--- config.mk ---
export PLATFORM = sky130hd
export DESIGN_NAME = gbcs_ctrl
export DESIGN_NICKNAME = d
export VERILOG_FILES = /design/src/gbcs_pkg.sv /design/src/gbcs_ctrl.sv
export SDC_FILE = /design/constraint.sdc
export NUM_CORES = 1
export LEC_CHECK = 0
export BUFFER_PORTS_ARGS = -buffer_cell sky130_fd_sc_hd__buf_4
export CAP_MARGIN = 5
export CORE_MARGIN = 3
export CORE_UTILIZATION = 31
export DETAILED_ROUTE_END_ITERATION = 10
export GPL_TIMING_DRIVEN = 0
export PLACE_DENSITY = 0.62
export SYNTH_ARGS = -nofsm -noshare
export SYNTH_HDL_FRONTEND = slang
export SYNTH_SLANG_ARGS = --single-unit
export TNS_END_PERCENT = 50
--- constraint.sdc ---
create_clock -name clk -period 5.1 [get_ports clk]
set_input_delay 0.255 -clock clk [delete_from_list [all_inputs] [get_ports clk]]
set_output_delay 0.255 -clock clk [all_outputs]
set_load 0.01 [all_outputs]
--- src/gbcs_pkg.sv ---
// shared constants, codes and handshake structs for the gap buffer cursor store
// no dependencies
`default_nettype none
package gbcs_pkg;

    localparam int CAPACITY = 1 << 10;
    localparam int WINDOW   = 10;

    localparam int ADDR_W = $clog2(CAPACITY);
    localparam int CNT_W  = ADDR_W + 1;
    localparam int LEN_W  = $clog2(WINDOW + 1);
    localparam int CHAR_W = 8;

    // input beat layout
    localparam int CMD_LSB  = 0;
    localparam int CHAR_LSB = 2;
    localparam int CNT_LSB  = CHAR_LSB + CHAR_W;
    localparam int IN_BITS  = CNT_LSB + CNT_W;
    localparam int IN_W     = ((IN_BITS + 7) / 8) * 8;

    // output beat layout
    localparam int STAT_LSB = 0;
    localparam int AMT_LSB  = 1;
    localparam int WIN_LSB  = AMT_LSB + CNT_W;
    localparam int OUT_BITS = WIN_LSB + CHAR_W * WINDOW;
    localparam int OUT_W    = ((OUT_BITS + 7) / 8) * 8;

    typedef enum logic [1:0] {
        CMD_INSERT = 2'd0,
        CMD_DELETE = 2'd1,
        CMD_LEFT   = 2'd2,
        CMD_RIGHT  = 2'd3
    } cmd_e_t;

    localparam logic STATUS_OK   = 1'b0;
    localparam logic STATUS_FULL = 1'b1;

    typedef struct packed {
        logic load;
        logic exec;
        logic move_rd;
        logic move_wr;
        logic win_init;
        logic win_rd;
        logic win_cap;
        logic publish;
    } ctl_cmd_t;

    typedef struct packed {
        cmd_e_t op;
        logic   move_none;
        logic   n_one;
        logic   len_zero;
        logic   win_last;
        logic   out_free;
    } dp_stat_t;

endpackage
`default_nettype wire

--- src/gbcs_ctrl.sv ---
// command sequencer for the gap buffer cursor store
// depends on gbcs_pkg
`default_nettype none
module gbcs_ctrl (
    input  wire logic               clk,
    input  wire logic               rst_n,
    input  wire logic               s_tvalid,
    output logic                    s_tready,
    input  wire gbcs_pkg::dp_stat_t stat,
    output gbcs_pkg::ctl_cmd_t      cmd
);
    import gbcs_pkg::*;

    typedef enum logic [7:0] {
        ST_IDLE     = 8'b0000_0001,
        ST_EXEC     = 8'b0000_0010,
        ST_MOVE_RD  = 8'b0000_0100,
        ST_MOVE_WR  = 8'b0000_1000,
        ST_WIN_INIT = 8'b0001_0000,
        ST_WIN_RD   = 8'b0010_0000,
        ST_WIN_CAP  = 8'b0100_0000,
        ST_DONE     = 8'b1000_0000
    } state_t;

    state_t state_reg, state_next;

    always_comb
    begin
        state_next = state_reg;
        cmd        = '0;
        s_tready   = 1'b0;
        case (state_reg)
            ST_IDLE:
            begin
                s_tready = 1'b1;
                if (s_tvalid)
                begin
                    cmd.load   = 1'b1;
                    state_next = ST_EXEC;
                end
            end
            ST_EXEC:
            begin
                cmd.exec = 1'b1;
                if (stat.op == CMD_INSERT || stat.op == CMD_DELETE)
                begin
                    state_next = ST_DONE;
                end
                else if (stat.move_none)
                begin
                    state_next = ST_WIN_INIT;
                end
                else
                begin
                    state_next = ST_MOVE_RD;
                end
            end
            ST_MOVE_RD:
            begin
                cmd.move_rd = 1'b1;
                state_next  = ST_MOVE_WR;
            end
            ST_MOVE_WR:
            begin
                cmd.move_wr = 1'b1;
                state_next  = stat.n_one ? ST_WIN_INIT : ST_MOVE_RD;
            end
            ST_WIN_INIT:
            begin
                cmd.win_init = 1'b1;
                state_next   = stat.len_zero ? ST_DONE : ST_WIN_RD;
            end
            ST_WIN_RD:
            begin
                cmd.win_rd = 1'b1;
                state_next = ST_WIN_CAP;
            end
            ST_WIN_CAP:
            begin
                cmd.win_cap = 1'b1;
                state_next  = stat.win_last ? ST_DONE : ST_WIN_RD;
            end
            ST_DONE:
            begin
                if (stat.out_free)
                begin
                    cmd.publish = 1'b1;
                    state_next  = ST_IDLE;
                end
            end
            default:
            begin
                state_next = ST_IDLE;
            end
        endcase
    end

    always_ff @(posedge clk or negedge rst_n)
    begin
        if (!rst_n)
        begin
            state_reg <= ST_IDLE;
        end
        else
        begin
            state_reg <= state_next;
        end
    end

endmodule
`default_nettype wire

==> reports/results.ini <==
[synthesis]
synth.most_common_cell = dfrtp_1
synth_fp_nets = 62
ys_top_cells_by_count = 7 x dfrtp_1, 4 x and4b_1, 4 x inv_1, 4 x nand2_1, 4 x nor2_1
synth_edf_count = 0
syn_inst = 52
syn_avg_cell_area_um2 = 10.15
ys_warn_count = 0
synth_seq_cells = 8
netlist_area_um2 = 528.0
yosysSeqAreaShare = 0.3815
ys_types = 30
netlist.area_leader.share = 0.3318
synth_area_leader_cell = dfrtp_1
synthTopCellsByArea = dfrtp_1 33%, and4b_1 7.6%, dfstp_2 5.0%
ys.flop_type = dfrtp_1
ys_async_sr_fraction = 1.000

[critical_path]
cp_cell_sequence = nor4_4 > nor4b_1 > buf_4
cpPeakStageDelay_ps = 730
path_buf_inv = 1
crit_slowest_cell = nor4b_1
worstSetupStartpointType = register
critPathMaxFanout = 7
worstRegToRegCells = 4
worstSetupPathDepth = 3
path_delay_family = simple AND/OR/NAND/NOR gates
crit_path_end_kind = primary output
worstPathArrival_ps = 2100
crit_type = register to primary output
required_ps = 4850

[final_layout]
final_core_util = 0.4567
area_delta_synth_final_pct = 34.83
drive_gt1_frac = 0.3784
num_antenna_cells = 0
nNetsFinal = 85
largest_register_ffs = 8

[timing]
fmax_mhz = 424.2
rsz0062_at_grt = false
setup_tns_ps = 0
skew_ps = 8.347
hold_viol_final = 0
final.period_utilization = 0.4622
period_needed_ps = 2357
final-setup-viol-count = 0
slew_headroom = 0.4385
tightestPinTransition_ps = 830.6
slew_violations = 0

[power_and_ir_drop]
p_per_area_nw_per_um2 = 342.8
power.leakage_nw = 0.3442
irDropWorstVdd_v = 0.0002483

[detailed_routing]
viasPerCell = 5.444
drtAntennaViolNets = 0
routed_wl_um = 1212
drtIter0Drc = 9
drc = 0
vias = 490
drtPass1Iterations = 4
post_drt_wl_per_cell_um = 13.47

[clock_network]
tritoncts = yes
cts_num_sinks = 8
cts_resized = 0
h-tree-depth = 1
post-cts-setup-buffers = 0
cts_buffers = 3
cts_buffer_depth = 2
clockRootBuffer = clkbuf_4
insertion_delay_ps = 260
clk_pin_slew_ps = 60

[grt]
grt_max_degree = 9
grt_usage = 0.1262
grt_antenna_before_repair = 0
grt_pass1_vias = 441
grt_first_pass_wirelength_um = 1959
overflow = 0

[floorplan]
die-area_um2 = 2234
io_pins = 19
core_area_um2 = 1559
die_h_um = 47.27
die_x_um = 47.27
rows = 14
initial_core_util = 0.3387

[flow_run]
cap_violations = 0

[place]
globalplace.congestion = 0.7188
place.port_buffers = 17
dpl.hpwl_um = 947.4

[min_path]
holdPathStages = 2
hold_path_class = input pin to register

[run_status]
status = complete, no violations

## layout make-up
type | count | area, um2
clock buffer | 4 | 26.28
fill | 147 | 847.1
multi-input combinational | 39 | 304.0
sequential | 8 | 201.4
buffer | 1 | 7.507
tap | 16 | 20.02
timing repair buffer | 18 | 137.6
inverter | 4 | 15.01
## kinds of logic after synthesis
kind of cell / count (synthesis) / synth area share
simple gates: 29 / 0.4241
compound gates: 9 / 0.1351
flops: 8 / 0.3815
buf+inv: 5 / 0.04265
xor+xnor: 1 / 0.01659
## through the flow
| step | cells | total power (W) | hold WS (ps) | setup WS (ps) | instance area, um2 |
|---|---|---|---|---|---|
| floorplan | 52 | 0.0001542 | -40.59 | 3199 | 528.0 |
| global placement | 85 | 0.0001894 | 81.30 | 3034 | 675.6 |
| detailed placement | 85 | 0.0001908 | 82.26 | 3025 | 675.6 |
| CTS | 90 | 0.0002463 | 158.4 | 2735 | 711.9 |
| global route | 90 | 0.0002635 | 161.5 | 2602 | 711.9 |
| finish | 90 | 0.0002441 | 164.2 | 2743 | 711.9 |
## cells in the final DEF (no fill, tap or decap), drive strengths merged, types with 2 or more instances in the layout
cell type  instances
and2               2
and4b              4
buf               18
clkbuf             4
dfrtp              7
inv                4
nand2              4
nand2b             2
nand3b             2
nor2               4
nor3b              3
or3                2
or4                2
## layer usage
metal,GRT usage,vias to the layer above,part of all wire
li1,-,243,-
met5,0,-,0
met3,0.05747,0,0.066
met4,0.01657,0,0
met1,0.1560,230,0.43
met2,0.2059,17,0.50
## worst register-to-register path, cell delays in order (launching register included)
cell	delay [ps]
dfrtp_1	470
nor4_4	400
nor4b_1	730
nand2_1	140
o2bb2ai_1	160
## worst paths after layout
check / start / to / slack (ps)
setup / recovery: state_reg[3]$_DFFE_PN0P_ / cmd[6] / 2740
hold / removal: stat[4] / state_reg[2]$_DFFE_PN0P_ / 160
setup reg to reg: state_reg[3]$_DFFE_PN0P_ / state_reg[2]$_DFFE_PN0P_ / 3140
hold reg to reg: state_reg[3]$_DFFE_PN0P_ / state_reg[3]$_DFFE_PN0P_ / 620
max in group asynchronous: rst_n / state_reg[0]$_DFFE_PN1P_ / 4520
min in group asynchronous: rst_n / state_reg[7]$_DFFE_PN0P_ / 350
## power by group
| part | leakage [nW] | switching, W | internal (W) | total [W] |
|---|---|---|---|---|
| clock | 0.0150 | 0.0000240 | 0.0000301 | 0.0000540 |
| combinational | 0.222 | 0.0000458 | 0.0000547 | 0.000100 |
| sequential | 0.107 | 0.0000142 | 0.0000754 | 0.0000896 |
| total | 0.344 | 0.0000839 | 0.000160 | 0.000244 |
## timing repair
item / 4_1_cts / 5_1_grt
hold buffers: 1 / 0
hold endpoints to repair: 7 / 0
endpoints found under the setup margin: 0 / 0
(Power assumes the default switching activity.)
